`src/hw/rtl/gfps_pkg.sv`:
```
package gfps_pkg;

    // default sizes handed to the top level
    localparam int MAX_COLS_DEF     = 512;
    localparam int SAMPLE_WIDTH_DEF = 24;

    // result queue between front and back, power of two
    localparam int QUEUE_DEPTH = 8;

    // fixed field widths
    localparam int ROW_W      = 16;
    localparam int COLS_REG_W = 10;
    localparam int LAYER_W    = 8;
    localparam int OUT_COL_W  = 9;

    // configuration port
    localparam int CFG_ADDR_W = 2;
    localparam int CFG_DATA_W = 16;

    typedef enum logic [CFG_ADDR_W-1:0] {
        REG_ROWS  = 2'd0,
        REG_COLS  = 2'd1,
        REG_LAYER = 2'd2
    } t_cfg_reg;

    localparam logic [ROW_W-1:0]      ROWS_RESET  = 16'd181;
    localparam logic [COLS_REG_W-1:0] COLS_RESET  = 10'd361;
    localparam logic [LAYER_W-1:0]    LAYER_RESET = 8'd0;

    // item kind on the input tuser
    localparam logic FUNC_SAMPLE = 1'b0;
    localparam logic FUNC_FLUSH  = 1'b1;

    // control and position of one item on its way to the output
    typedef struct packed {
        logic                 emit;
        logic                 interior;
        logic                 last;
        logic [ROW_W-1:0]     row;
        logic [OUT_COL_W-1:0] col;
        logic [LAYER_W-1:0]   layer;
    } t_item_ctrl;

endpackage

```
`src/hw/rtl/gfps_queue.sv`:
```
module gfps_queue #(
    parameter int DATA_W = 58,
    parameter int DEPTH  = 8
) (
    input  logic                       i_clk,
    input  logic                       i_rst_n,
    input  logic                       i_push,
    input  logic [DATA_W-1:0]          i_data,
    input  logic                       i_pop,
    output logic                       o_valid,
    output logic [DATA_W-1:0]          o_data,
    output logic [$clog2(DEPTH+1)-1:0] o_count
);
    import gfps_pkg::*;

    localparam int PW = $clog2(DEPTH);
    localparam int NW = $clog2(DEPTH + 1);

    logic [DATA_W-1:0] r_mem [DEPTH];
    logic [PW-1:0]     r_wr_ptr, r_rd_ptr;
    logic [NW-1:0]     r_count, n_count;

    // occupancy
    always_comb begin
        n_count = r_count;
        if (i_push && !i_pop) begin
            n_count = r_count + NW'(1);
        end else if (i_pop && !i_push) begin
            n_count = r_count - NW'(1);
        end
    end

    always_ff @(posedge i_clk) begin
        if (!i_rst_n) begin
            r_wr_ptr <= '0;
            r_rd_ptr <= '0;
            r_count  <= '0;
        end else begin
            r_count <= n_count;
            if (i_push) begin
                r_wr_ptr <= r_wr_ptr + PW'(1);
            end
            if (i_pop) begin
                r_rd_ptr <= r_rd_ptr + PW'(1);
            end
        end
    end

    // entry storage
    always_ff @(posedge i_clk) begin
        if (i_push) begin
            r_mem[r_wr_ptr] <= i_data;
        end
    end

    assign o_valid = (r_count != '0);
    assign o_data  = r_mem[r_rd_ptr];
    assign o_count = r_count;

`ifndef SYNTHESIS
    a_no_overflow: assert property (@(posedge i_clk) disable iff (!i_rst_n)
        (i_push && !i_pop) |-> (r_count < NW'(DEPTH)))
        else $error("result queue overflow");

    a_no_underflow: assert property (@(posedge i_clk) disable iff (!i_rst_n)
        i_pop |-> (r_count != '0))
        else $error("result queue underflow");
`endif

endmodule

```
`config.mk`:
```
export PLATFORM = sky130hd
export DESIGN_NAME = gfps_queue
export DESIGN_NICKNAME = d
export VERILOG_FILES = /design/src/hw/rtl/gfps_pkg.sv /design/src/hw/rtl/gfps_queue.sv
export SDC_FILE = /design/constraint.sdc
export NUM_CORES = 1
export LEC_CHECK = 0
export ABC_CLOCK_PERIOD_IN_PS = 5520
export CAP_MARGIN = 20
export CORE_MARGIN = 10
export CORE_UTILIZATION = 45
export DETAILED_ROUTE_END_ITERATION = 6
export DONT_BUFFER_PORTS = 1
export HOLD_SLACK_MARGIN = 0.12
export PLACE_DENSITY = 0.69
export SETUP_SLACK_MARGIN = 0.05
export SYNTH_ARGS = -nofsm -noshare
export SYNTH_HDL_FRONTEND = slang
export SYNTH_SLANG_ARGS = --single-unit
```
`constraint.sdc`:
```
create_clock -name i_clk -period 5.52 [get_ports i_clk]
set_input_delay 0.552 -clock i_clk [delete_from_list [all_inputs] [get_ports i_clk]]
set_output_delay 0.552 -clock i_clk [all_outputs]
set_load 0.01 [all_outputs]
```
# Word level (Yosys, flattened, before mapping)
# Memory sizes are Yosys's and may differ from the RTL's. A register that Yosys moved wholly into a read port is not among the register bits.
# Cells that the tools add are included.
# totals
mem_count	1
reg_bits	10
elab_cells	20
out_inout_bits	63
ram_bits	464
# mem_list
name	depth	word_bits	rd	rd_clocked_by_memory_dff	wr	line	text
r_mem	8	58	1	1	1	gfps_queue.sv:19	logic [DATA_W-1:0] r_mem [DEPTH];
# op_classes
n_reduce_logical	6
mux	6
add_sub_neg	4
# op_table
cell	count
2-to-1 mux 4 bit	2
adder 3 x 1 -> 3 bit (second input constant)	2
2-to-1 mux 3 bit	2
adder 4 x 1 -> 4 bit (second input constant)	1
nonzero test 4 bit	1
subtractor 4 x 1 -> 4 bit (second input constant)	1
logical AND 1 bit	2
logical NOT 1 bit	2
2-to-1 mux 1 bit	2
nonzero test 2 bit	1

# Depth between registers and ports, before layout
# logic_depth
word_depth	4
mapped_depth	8
ltp_nobuf	8

# Worst setup path before layout
# No wires, ideal clock.
# synth_timing
kind	input to register
start	in i_push
end	mem r_mem[0][0], enable pin
required_time_ns	4.975
stages	2
t_arrival_ns	4.595
setup_ns	0.545
path_slack_ns	0.380
path_cell_list	nand2b_1 -> nor3_1
# synth_between
elab_chain_len	2
# synth_rtl
item	line	text
start, declared	gfps_queue.sv:7	input logic i_push,
2-to-1 mux 1 bit	gfps_queue.sv:51	if (i_push) begin
2-to-1 mux 1 bit (implied by the code)	gfps_queue.sv:52	r_mem[r_wr_ptr] <= i_data;
end, declared	gfps_queue.sv:19	
# Every way passes these cells.

==> metrics.md <==
| Metric | Value |
|---|---|
| Status | completed |
| Drt total wl | 35,330 um |
| Die height | 221.4 um |
| N_diodes | 0 |
| Worst Path Required | 4.97 ns |
| Die area | 49,000 um2 |
| Global-route wire length before repair | 54,010 um |
| # DRC | 0 |
| Combinational power share | 0.076 |
| Place WS | 2.646 ns |
| Ys async rst share | 0 |
| CTS Buf Count | 50 |
| Number of fillers in the final layout | 2,994 |
| Dpl hpwl | 18,510 um |
| Seq/Total Area, Yosys | 0.7779 |
| Final worst slack | 2.116 ns |
| Routed metal-1 wirelength | 14,700 um |
| Cells after synthesis | 738 |
| Synthesized flop and latch total | 477 |
| Area Growth Syn to Fin | 15.57% |
| CTS H-tree depth | 2 |
| Routed wl met3 | 1811 um |
| Most numerous cell in the Yosys netlist | edfxtp_1 |
| Reg2reg path depth | 3 |
| Leak Pwr | 6.616 nW |
| Pwr Total | 7.997 mW |
| Layout cell share with drive strength beyond 1 | 0.3020 |
| Drt wl/cell | 25.31 um |
| Max-slew violations | 0 |
| Setup-failing EPs final | 0 |
| Rows | 73 |
| Slew @ Worst Pin | 1.037 ns |
| Initial core utilization | 0.4571 |
| Clk network pwr share | 0.406 |
| Net switching power | 1.682 mW |
| Clk pin slew, worst setup/hold paths | 0.06 ns |
| Clock Tree Buf Depth | 3 |
| Final period util | 0.6167 |
| TritonCTS clock tree | built |
| Width of the die | 221.4 um |
| Synthesized area | 18,240 um2 |
| Setup TNS | 0 ns |
| Internal power | 6.315 mW |
| Skew final | 0.009012 ns |
| Nets@finish | 900 |
| Sw frac | 0.2103 |
| Mean Syn Cell Area | 24.72 um2 |
| Crit. End Element | primary output |
| Pin count of the biggest net entering global routing | 63 |
| Power density cells | 379.3 nW/um2 |
| # IOs | 125 |
| Synth warn | 0 |
| CTS root buffer | clkbuf_16 |
| Met2 routed WL | 17,960 um |
| Placer Congestion | 0.6931 |
| Initial antenna violation count | 2 |
| Top layer in use | met5 |
| Routed Antenna Nets | 0 |
| Startpoint class of the critical path | flip-flop |
| Post-synth top area share | 0.7637 |
| Mapped Nets | 806 |
| Synth area leaders | edfxtp_1 (76%), mux4_2 (13%), mux2_4 (3.3%) |
| Final Hold Vio Count | 0 |
| Routed vias/inst | 5.471 |
| Maximum clock rate | 293.8 MHz |
| Critical path fanouts, max | 52 |
| MaxCap Viol Count | 0 |
| Grt ovf | 0 |
| Starting DRT DRC Count | 558 |
| Synth Flop Type | edfxtp_1 |
| Post-layout min period | 3.404 ns |
| HP Class | input port to flip-flop |
| Synth unique cells | 30 |
| Area leader, netlist | edfxtp_1 |
| GRT Total Usage | 0.1449 |
| Core Box Area | 39,910 um2 |
| Number of global-route vias before repair | 8,272 |
| Max rail drop VDD | 0.2801 mV |
| Register share of total power | 0.518 |
| Worst skew pair latency | 0.57 ns |
| Slew headroom | 0.3070 |
| Critical Path AT | 2.85 ns |
| Finished Core Util | 0.5283 |
| Number of synthesized flops with an enable pin | 464 |
| TritonCTS Sinks | 477 |
| Drt pass-1 iters | 4 |
| IO buf count | 0 |
| Area occupied by registers | 14,200 um2 |
| Commonest cells in the netlist | edfxtp_1 (464), mux4_2 (108), mux2_4 (40), mux2_2 (18) |
| Unrepaired setup endpoints after global routing | no |
| WHS | 0.1687 ns |
| Vias | 7,638 |
| Footprint of the multi-input gates | 3859 um2 |
| Hold Crit Depth | 2 |
| WS Path Type | flip-flop to primary output |
## final cells by class
class,count,share of cell area
flip-flops and latches,477,0.6737
multi-input cells,225,0.1830
clock buffers,64,0.06486
repair buffers,76,0.03584
well taps,525,0.03115
clock inverters,27,0.01110
inverters,2,0.0003560
## through the flow
stage	cells	cell area [um2]
final	1396	21090
after detailed placement	1245	18870
after global placement	1245	18870
after global routing	1396	21090
after floorplan	738	18250
after CTS	1395	21070
## worst max-delay path: stages, from the launching register on
cell and delay, ns:
dfxtp_4 0.79, buf_12 0.44, mux4_1 0.60, mux2_4 0.31
## repair_timing
| action | in CTS | in global routing |
|---|---|---|
| resized for setup | 0 | 0 |
| hold endpoints to repair | 477 | 0 |
| hold buffers | 59 | 0 |
| buffers inserted | 0 | 0 |
| setup endpoints to repair | 0 | 0 |
## path summary, 6_finish.rpt
| path | start | endpoint | slack [ns] |
|---|---|---|---|
| max | flip-flop | o_data[55] | 2.12 |
| min | i_push | r_wr_ptr[1] | 0.17 |
| max reg2reg | r_wr_ptr[0] | r_mem[1][33] | 2.95 |
| min reg2reg | r_rd_ptr[1] | flip-flop | 0.54 |
## registers in the layout, indices dropped and copies added, names as in the netlist, named ones only
register and count:
r_mem 464, o_count 4, r_rd_ptr 3, r_wr_ptr 3
## kinds of logic (layout without fill, tap and decap cells)
group | after synthesis | count (layout) | share of synthesized area
buffers and inverters | 36 | 169 | 0.01358
XOR/XNOR | 6 | 6 | 0.002880
flip-flops | 477 | 477 | 0.7779
multiplexers | 178 | 178 | 0.1911
AND/OR/NAND/NOR | 31 | 31 | 0.008709
AO/OA/AOI/OAI | 4 | 4 | 0.001303
adder cells (fa/ha/maj) | 6 | 6 | 0.004526
## placed cells by master, fill, tap and decap left out, types with 2 or more instances in the layout
cell type,count
clkinv_2,8
mux2_2,18
mux2i_1,4
nand2b_1,4
mux4_2,108
edfxtp_1,464
and2_1,7
inv_1,2
buf_4,14
nor2b_1,3
mux2_4,40
dfxtp_4,3
nor2_4,6
nor3_2,2
clkinv_1,11
buf_12,3
ha_1,5
clkbuf_16,53
nand2_1,6
clkbuf_1,11
bufinv_16,4
xnor2_1,4
xor2_1,2
dfxtp_1,10
mux4_1,8
dlygate4sd3_1,59
clkinvlp_4,2
## per-layer routing
| layer | GRT usage | vias to the layer above |
|---|---|---|
| met5 | 0 | - |
| li1 | - | 3336 |
| met1 | 0.1798 | 4067 |
| met3 | 0.03388 | 60 |
| met2 | 0.2439 | 171 |
| met4 | 0.05218 | 4 |
## power by group through the flow
stage / sequential (mW) / combinational, mW / clock (mW)
global placement: 4.22 / 0.547 / 0
CTS: 4.14 / 0.627 / 3.34
global route: 4.15 / 0.660 / 3.48
finish: 4.14 / 0.608 / 3.25
floorplan: 4.18 / 0.472 / 0
detailed placement: 4.22 / 0.550 / 0
Power figures use the tool's default switching activity.
