**src/hw/rtl/gfps_pkg.sv**
```systemverilog
package gfps_pkg;

    // default sizes handed to the top level
    localparam int MAX_COLS_DEF     = 512;
    localparam int SAMPLE_WIDTH_DEF = 24;

    // result queue between front and back, power of two
    localparam int QUEUE_DEPTH = 8;

    // fixed field widths
    localparam int ROW_W      = 16;
    localparam int COLS_REG_W = 10;
    localparam int LAYER_W    = 8;
    localparam int OUT_COL_W  = 9;

    // configuration port
    localparam int CFG_ADDR_W = 2;
    localparam int CFG_DATA_W = 16;

    typedef enum logic [CFG_ADDR_W-1:0] {
        REG_ROWS  = 2'd0,
        REG_COLS  = 2'd1,
        REG_LAYER = 2'd2
    } t_cfg_reg;

    localparam logic [ROW_W-1:0]      ROWS_RESET  = 16'd181;
    localparam logic [COLS_REG_W-1:0] COLS_RESET  = 10'd361;
    localparam logic [LAYER_W-1:0]    LAYER_RESET = 8'd0;

    // item kind on the input tuser
    localparam logic FUNC_SAMPLE = 1'b0;
    localparam logic FUNC_FLUSH  = 1'b1;

    // control and position of one item on its way to the output
    typedef struct packed {
        logic                 emit;
        logic                 interior;
        logic                 last;
        logic [ROW_W-1:0]     row;
        logic [OUT_COL_W-1:0] col;
        logic [LAYER_W-1:0]   layer;
    } t_item_ctrl;

endpackage

```
**src/hw/rtl/gfps_stencil.sv**
```systemverilog
module gfps_stencil #(
    parameter int SAMPLE_WIDTH = 24
) (
    input  logic                           i_clk,
    input  logic                           i_rst_n,
    input  gfps_pkg::t_item_ctrl           i_ctrl,
    input  logic signed [SAMPLE_WIDTH-1:0] i_centre,
    input  logic signed [SAMPLE_WIDTH-1:0] i_north,
    input  logic signed [SAMPLE_WIDTH-1:0] i_south,
    input  logic signed [SAMPLE_WIDTH-1:0] i_east,
    input  logic signed [SAMPLE_WIDTH-1:0] i_west,
    output gfps_pkg::t_item_ctrl           o_ctrl,
    output logic signed [SAMPLE_WIDTH-1:0] o_value,
    output logic [1:0]                     o_busy
);
    import gfps_pkg::*;

    localparam int SUM_W = SAMPLE_WIDTH + 3;

    t_item_ctrl                     r_a_ctrl, r_b_ctrl;
    logic signed [SUM_W-1:0]        r_a_p, r_a_q;
    logic signed [SAMPLE_WIDTH-1:0] r_a_west, r_a_centre, r_b_value;
    logic signed [SUM_W-1:0]        n_a_p, n_a_q, sum;
    logic signed [SAMPLE_WIDTH-1:0] n_b_value;

    // first half of the weighted sum
    always_comb begin
        n_a_p = (SUM_W'(i_centre) <<< 2) + SUM_W'(i_north);
        n_a_q = SUM_W'(i_south) + SUM_W'(i_east);
    end

    // rest of the sum, floor divide by eight, border pass-through
    always_comb begin
        sum       = r_a_p + r_a_q + SUM_W'(r_a_west);
        n_b_value = r_a_ctrl.interior ? sum[SUM_W-1:3] : r_a_centre;
    end

    always_ff @(posedge i_clk) begin
        if (!i_rst_n) begin
            r_a_ctrl <= '0;
            r_b_ctrl <= '0;
        end else begin
            r_a_ctrl <= i_ctrl;
            r_b_ctrl <= r_a_ctrl;
        end
    end

    always_ff @(posedge i_clk) begin
        r_a_p      <= n_a_p;
        r_a_q      <= n_a_q;
        r_a_west   <= i_west;
        r_a_centre <= i_centre;
        r_b_value  <= n_b_value;
    end

    assign o_ctrl  = r_b_ctrl;
    assign o_value = r_b_value;
    assign o_busy  = 2'(r_a_ctrl.emit) + 2'(r_b_ctrl.emit);

endmodule

```
**config.mk**
```make
export PLATFORM = sky130hd
export DESIGN_NAME = gfps_stencil
export DESIGN_NICKNAME = d
export VERILOG_FILES = /design/src/hw/rtl/gfps_pkg.sv /design/src/hw/rtl/gfps_stencil.sv
export SDC_FILE = /design/constraint.sdc
export NUM_CORES = 1
export LEC_CHECK = 0
export ABC_AREA = 0
export BUFFER_PORTS_ARGS = -buffer_cell sky130_fd_sc_hd__buf_2
export CAP_MARGIN = 20
export CORE_UTILIZATION = 29
export CTS_CLUSTER_SIZE = 25
export DETAILED_ROUTE_END_ITERATION = 8
export SYNTH_ARGS = -nofsm -noshare
export SYNTH_HDL_FRONTEND = slang
export SYNTH_SLANG_ARGS = --single-unit
```
**constraint.sdc**
```tcl
create_clock -name i_clk -period 3.5 [get_ports i_clk]
set_input_delay 0.7 -clock i_clk [delete_from_list [all_inputs] [get_ports i_clk]]
set_output_delay 0.7 -clock i_clk [all_outputs]
set_load 0.03 [all_outputs]
```
# Word-level counts from Yosys, hierarchy flattened
# Cells that the tools add are included.
dict set report op_classes {
  addsub 5
  mux 1
}
# cell n
set op_table {}
lappend op_table {{$add 26x24->27} 1}
lappend op_table {{$add 27x24->27} 1}
lappend op_table {{$add 27x25->27} 1}
lappend op_table {{$add 24x24->25} 1}
lappend op_table {{$mux 24} 1}
lappend op_table {{$add 1x1->2} 1}
dict set report totals {
  register_bits 196
  in_bits 158
  output_inout_bits 62
  word_cells 23
}

# Longest topological paths before layout
dict set report logic_depth {
  word_depth 3
  depth_mapped 11
  ltp_nobuf 11
}

# Worst setup path before layout
# OpenSTA, ideal clock, no wires.
dict set report synth_timing {
  kind {input-to-reg}
  from {input port i_centre[0]}
  to {register r_a_p[24]}
  setup_time_ns 0.120
  t_arrival_ns 2.712
  t_required_ns 3.380
  setup_slack_ns 0.668
  stages 10
  n_path_buf 0
  path_cell_list {ha_1 -> inv_1 -> fa_1 -> nor2b_4 -> o31a_4 -> o311ai_4 -> o2111ai_1 -> a311o_1 -> o31a_1 -> xor2_1}
}
dict set report synth_via {
  elab_chain_len 1
}
# element line_no
set synth_rtl {}
lappend synth_rtl {{from (decl)} gfps_stencil.sv:7} ;# input logic signed [SAMPLE_WIDTH-1:0] i_centre,
lappend synth_rtl {{$add 26x24->27} gfps_stencil.sv:28} ;# n_a_p = (SUM_W'(i_centre) <<< 2) + SUM_W'(i_north);
lappend synth_rtl {{net n_a_p[24]} gfps_stencil.sv:23} ;# logic signed [SUM_W-1:0] n_a_p, n_a_q, sum;
lappend synth_rtl {{to (signal assigned)} gfps_stencil.sv:49} ;# r_a_p <= n_a_p;
lappend synth_rtl {{to (decl)} gfps_stencil.sv:21} ;# logic signed [SUM_W-1:0] r_a_p, r_a_q;
# The timed path passes the listed nets, and every way through them passes these cells.
# A chain may end at the register's enable or synchronous reset.

# Worst setup path in the final report
dict set report layout_timing {
  from {register r_a_q[3]}
  to {register r_b_value[21] (netlist: o_value[21])}
}
dict set report layout_via {
  elab_chain_len 3
}
# element line_no
set layout_rtl {}
lappend layout_rtl {{from (decl)} gfps_stencil.sv:21}
lappend layout_rtl {{from (signal assigned)} gfps_stencil.sv:50} ;# r_a_q <= n_a_q;
lappend layout_rtl {{$add 27x25->27} gfps_stencil.sv:34} ;# sum = r_a_p + r_a_q + SUM_W'(r_a_west);
lappend layout_rtl {{$add 27x24->27} gfps_stencil.sv:34}
lappend layout_rtl {{$mux 24} gfps_stencil.sv:35} ;# n_b_value = r_a_ctrl.interior ? sum[SUM_W-1:3] : r_a_centre;
lappend layout_rtl {{net n_b_value[21]} gfps_stencil.sv:24} ;# logic signed [SAMPLE_WIDTH-1:0] n_b_value;
lappend layout_rtl {{to (signal assigned)} gfps_stencil.sv:53} ;# r_b_value <= n_b_value;
lappend layout_rtl {{to (decl)} gfps_stencil.sv:22} ;# logic signed [SAMPLE_WIDTH-1:0] r_a_west, r_a_centre, r_b_value;
# The timed path passes the listed nets, and every way through them passes these cells.

==> summary.md <==
### Outcome
* result of the run: complete, no violations

### Pwr
* Pwr Density: 696.2 mW/mm²
* clock share of power: 0.249
* internal power consumption: 4.826 mW
* Net Sw Power: 2.947 mW
* Sequential Power Share: 0.344
* peak ir drop on the vdd network: 0.0003420 V
* total leakage power: 5.095 nW
* fraction of power consumed by combinational cells: 0.407
* switching part of the total: 0.3791

### Detailed routing
* DRT iter0 DRCs: 391
* detailed-routing iteration count for the pre-antenna-repair pass: 5
* number of nets still failing antenna checks after routing: 0
* wire length after detailed routing: 23.57 mm
* vias after detailed routing: 7046
* number of DRC violations after detailed routing: 0
* detail-routed net length per standard cell: 15.69 µm
* vias per cell: 4.691

### Floorplanning
* DIE AREA: 0.03183 mm²
* starting density of the core: 0.2951
* I/O pin count: 220
* die outline height: 178.4 µm
* number of core rows: 64
* Horiz. Die Dim: 178.4 µm
* Core ar.: 0.03059 mm²

### Layout
* Finished Layout Cells: 1502
* Final #Nets: 1350
* synthesis-to-finish area growth: 23.70%
* utilization after layout: 0.3650
* flip-flop and latch area: 0.003924 mm²
* Filler cells: 3089
* multi-input logic area: 0.004907 mm²
* fraction of final layout cells with drive strength greater than 1: 0.2611
* finished layout cell area: 0.01117 mm²

### Timing
* Hold WS: 0.3617 ns
* Slew @ Worst Pin: 0.8675 ns
* final critical-path share of the clock period: 0.8796
* clock tree skew after final layout: 0.01329 ns
* number of setup violations in the final report: 0
* worst-case headroom to the max-slew limit: 0.4216
* RSZ-0062 raised after global routing: no
* peak clock frequency supported by timing: 324.8 MHz
* setup tns final: 0 ns
* number of endpoints with negative hold slack in the final report: 0
* Final Critical Period: 3.079 ns
* count of final max-slew check failures: 0

### Setup path
* number of buffer and inverter stages on the critical path: 0
* nature of the critical path endpoint: flop
* Worst Path Arrival: 3.38 ns
* critical path's slowest cell: sky130_fd_sc_hd__a2111oi_0
* sort of element at the start of the critical path: flop
* CP top delay family: compound AO/OA/AOI/OAI gates
* kind of critical path: flop to flop
* maximum cell stage delay along the critical path: 0.54 ns
* data required time of the critical path: 3.80 ns
* startpoint of the most critical setup path: r_a_q[3]$_DFF_P_
* critical register-to-register path startpoint: r_a_q[3]$_DFF_P_
* CP max FO: 4
* worst-path cell chain: fa_1 > ha_1 > a21o_1 > a41o_1 > a21oi_1 > and3_1 > o21ai_0 > a2111oi_0 > o31ai_1

### Clock tree
* post-CTS setup-driven buffer insertion count: 0
* cts bufs inserted: 17
* Resized cells post-CTS: 0
* buffer levels on the longest clock path: 2
* Clk Latency, worst-skew pair: 0.44 ns
* CTS tree: yes
* clk root buf: sky130_fd_sc_hd__clkbuf_16
* Post-CTS Hold Buffers: 0
* number of H-tree branching levels: 4
* clock sink count: 196
* Worst-path clk slew: 0.08 ns

### Placement
* number of port buffers: 219
* Cell Count Post-Placement: 1468
* area post-placement: 0.01058 mm²
* RePlAce Congestion: 0.9279
* hpwl dp: 19.00 mm

### Logic synthesis
* Distinct cells, synth: 63
* prevailing post-synth register cell: sky130_fd_sc_hd__dfxtp_1
* ranking of synthesized cells by area: sky130_fd_sc_hd__dfxtp_1 43%, sky130_fd_sc_hd__ha_1 10%, sky130_fd_sc_hd__fa_1 6.0%
* Syn Inst Count: 868
* post-synth net total: 1127
* dominant cell type by area after synthesis: sky130_fd_sc_hd__dfxtp_1
* mean area per synthesized cell: 10.40 µm²
* top-count cell post-synth: sky130_fd_sc_hd__dfxtp_1
* sequential cell area fraction in the yosys report: 0.4347
* Yosys Warn Count: 0
* flip-flop and latch count after synthesis: 196
* ys async rst share: 0
* number of synthesized flops with an enable pin: 0
* most frequent cells after synthesis: 196 x sky130_fd_sc_hd__dfxtp_1, 74 x sky130_fd_sc_hd__ha_1, 73 x sky130_fd_sc_hd__and2_1
* Cell Area, Synth: 0.009026 mm²
* proportion of netlist area held by the largest area contributor: 0.4347

### Min path
* launch instance of the worst min-delay path: i_west[9]
* Tightest Hold Check Type: input port to flop

### Global route
* total global-route track usage: 0.1471
* total grt overflow: 0
* number of global-route vias before repair: 6780
* maximum number of pins on one net before global-route repair: 73
* number of antenna violations at the first check in global routing: 4
* first-pass GRT wire length: 35.36 mm

### Flow run
* max cap viols: 0

## layout by cell type, fill, tap and decap left out, types with 5 or more instances in the layout
| cell | n |
|---|---|
| sky130_fd_sc_hd__xnor2_1 | 37 |
| sky130_fd_sc_hd__o31ai_1 | 9 |
| sky130_fd_sc_hd__inv_1 | 32 |
| sky130_fd_sc_hd__xor2_1 | 18 |
| sky130_fd_sc_hd__mux2_2 | 17 |
| sky130_fd_sc_hd__nand4_1 | 7 |
| sky130_fd_sc_hd__fa_1 | 27 |
| sky130_fd_sc_hd__a21oi_1 | 55 |
| sky130_fd_sc_hd__o21ai_0 | 42 |
| sky130_fd_sc_hd__nor2_1 | 45 |
| sky130_fd_sc_hd__nor2b_1 | 9 |
| sky130_fd_sc_hd__o211ai_1 | 6 |
| sky130_fd_sc_hd__buf_2 | 219 |
| sky130_fd_sc_hd__ha_1 | 74 |
| sky130_fd_sc_hd__and3_1 | 7 |
| sky130_fd_sc_hd__dfxtp_1 | 196 |
| sky130_fd_sc_hd__a31oi_1 | 10 |
| sky130_fd_sc_hd__clkbuf_16 | 17 |
| sky130_fd_sc_hd__o21a_1 | 12 |
| sky130_fd_sc_hd__nor3_1 | 11 |
| sky130_fd_sc_hd__and2_1 | 73 |
| sky130_fd_sc_hd__a21o_1 | 27 |
| sky130_fd_sc_hd__nand2_1 | 30 |
| sky130_fd_sc_hd__buf_4 | 5 |
| sky130_fd_sc_hd__a211oi_1 | 12 |
| sky130_fd_sc_hd__o21bai_1 | 9 |
| sky130_fd_sc_hd__nand3_1 | 15 |
## final cells by class
type | instances | area share
Multi-Input combinational cell | 620 | 0.4395
Sequential cell | 196 | 0.3514
Timing Repair Buffer | 224 | 0.1015
Tap cell | 396 | 0.04437
Clock buffer | 18 | 0.03933
Clock inverter | 13 | 0.01244
Inverter | 32 | 0.01076
Antenna cell | 3 | 0.0006723
## power by group through the flow
stage	sequential (mW)	clock [mW]	combinational [mW]
2_1_floorplan	2.96	0	1.99
6_report	2.67	1.94	3.16
3_3_place_gp	2.73	0	3.10
4_1_cts	2.68	2.03	3.14
5_1_grt	2.71	2.11	3.46
3_5_place_dp	2.73	0	3.12
## layer usage
metal / vias to the layer above / track usage / wire, µm
met4: 2 / 0.06532 / 752
met5: - / 0 / 13
met2: 246 / 0.2382 / 10500
met1: 3217 / 0.1870 / 10980
met3: 41 / 0.03133 / 1329
li1: 3540 / - / -
## final timing paths
| kind | cells past startpoint | slack (ns) | endpoint |
|---|---|---|---|
| worst min-delay path | 1 | 0.36 | r_a_west[9]$_DFF_P_ |
| worst max-delay path | 9 | 0.42 | o_value[21]$_DFF_P_ |
| worst min register to register | 1 | 0.43 | o_ctrl[2]$_SDFF_PN0_ |
| worst max register to register | 9 | 0.42 | o_value[21]$_DFF_P_ |
## sequential cells by signal, summed over array words and instances (netlist names)
register and flops:
r_a_ctrl 36, r_a_centre 24, r_a_p 27, o_value 24, r_a_west 24, r_a_q 25, o_ctrl 36
## cells by family after synthesis
logic type / share of synthesized area
compound gates: 0.1708
xor+xnor: 0.05337
buf+inv: 0.02162
simple gates: 0.1325
fa+ha+maj: 0.1625
flops: 0.4347
mux: 0.02454
## worst register-to-register path, stage by stage (launching register included)
cell,delay (ns)
sky130_fd_sc_hd__dfxtp_1,0.37
sky130_fd_sc_hd__fa_1,0.43
sky130_fd_sc_hd__ha_1,0.38
sky130_fd_sc_hd__a21o_1,0.21
sky130_fd_sc_hd__a41o_1,0.29
sky130_fd_sc_hd__a21oi_1,0.17
sky130_fd_sc_hd__and3_1,0.26
sky130_fd_sc_hd__o21ai_0,0.17
sky130_fd_sc_hd__a2111oi_0,0.55
sky130_fd_sc_hd__o31ai_1,0.12
## through the flow
stage	setup slack (ns)	power [mW]
detailed placement	0.2588	5.847
global route	0.2635	8.284
finish	0.4214	7.773
global placement	0.3053	5.833
floorplan	0.6682	4.952
CTS	0.4481	7.845
(Power assumes the default switching activity.)
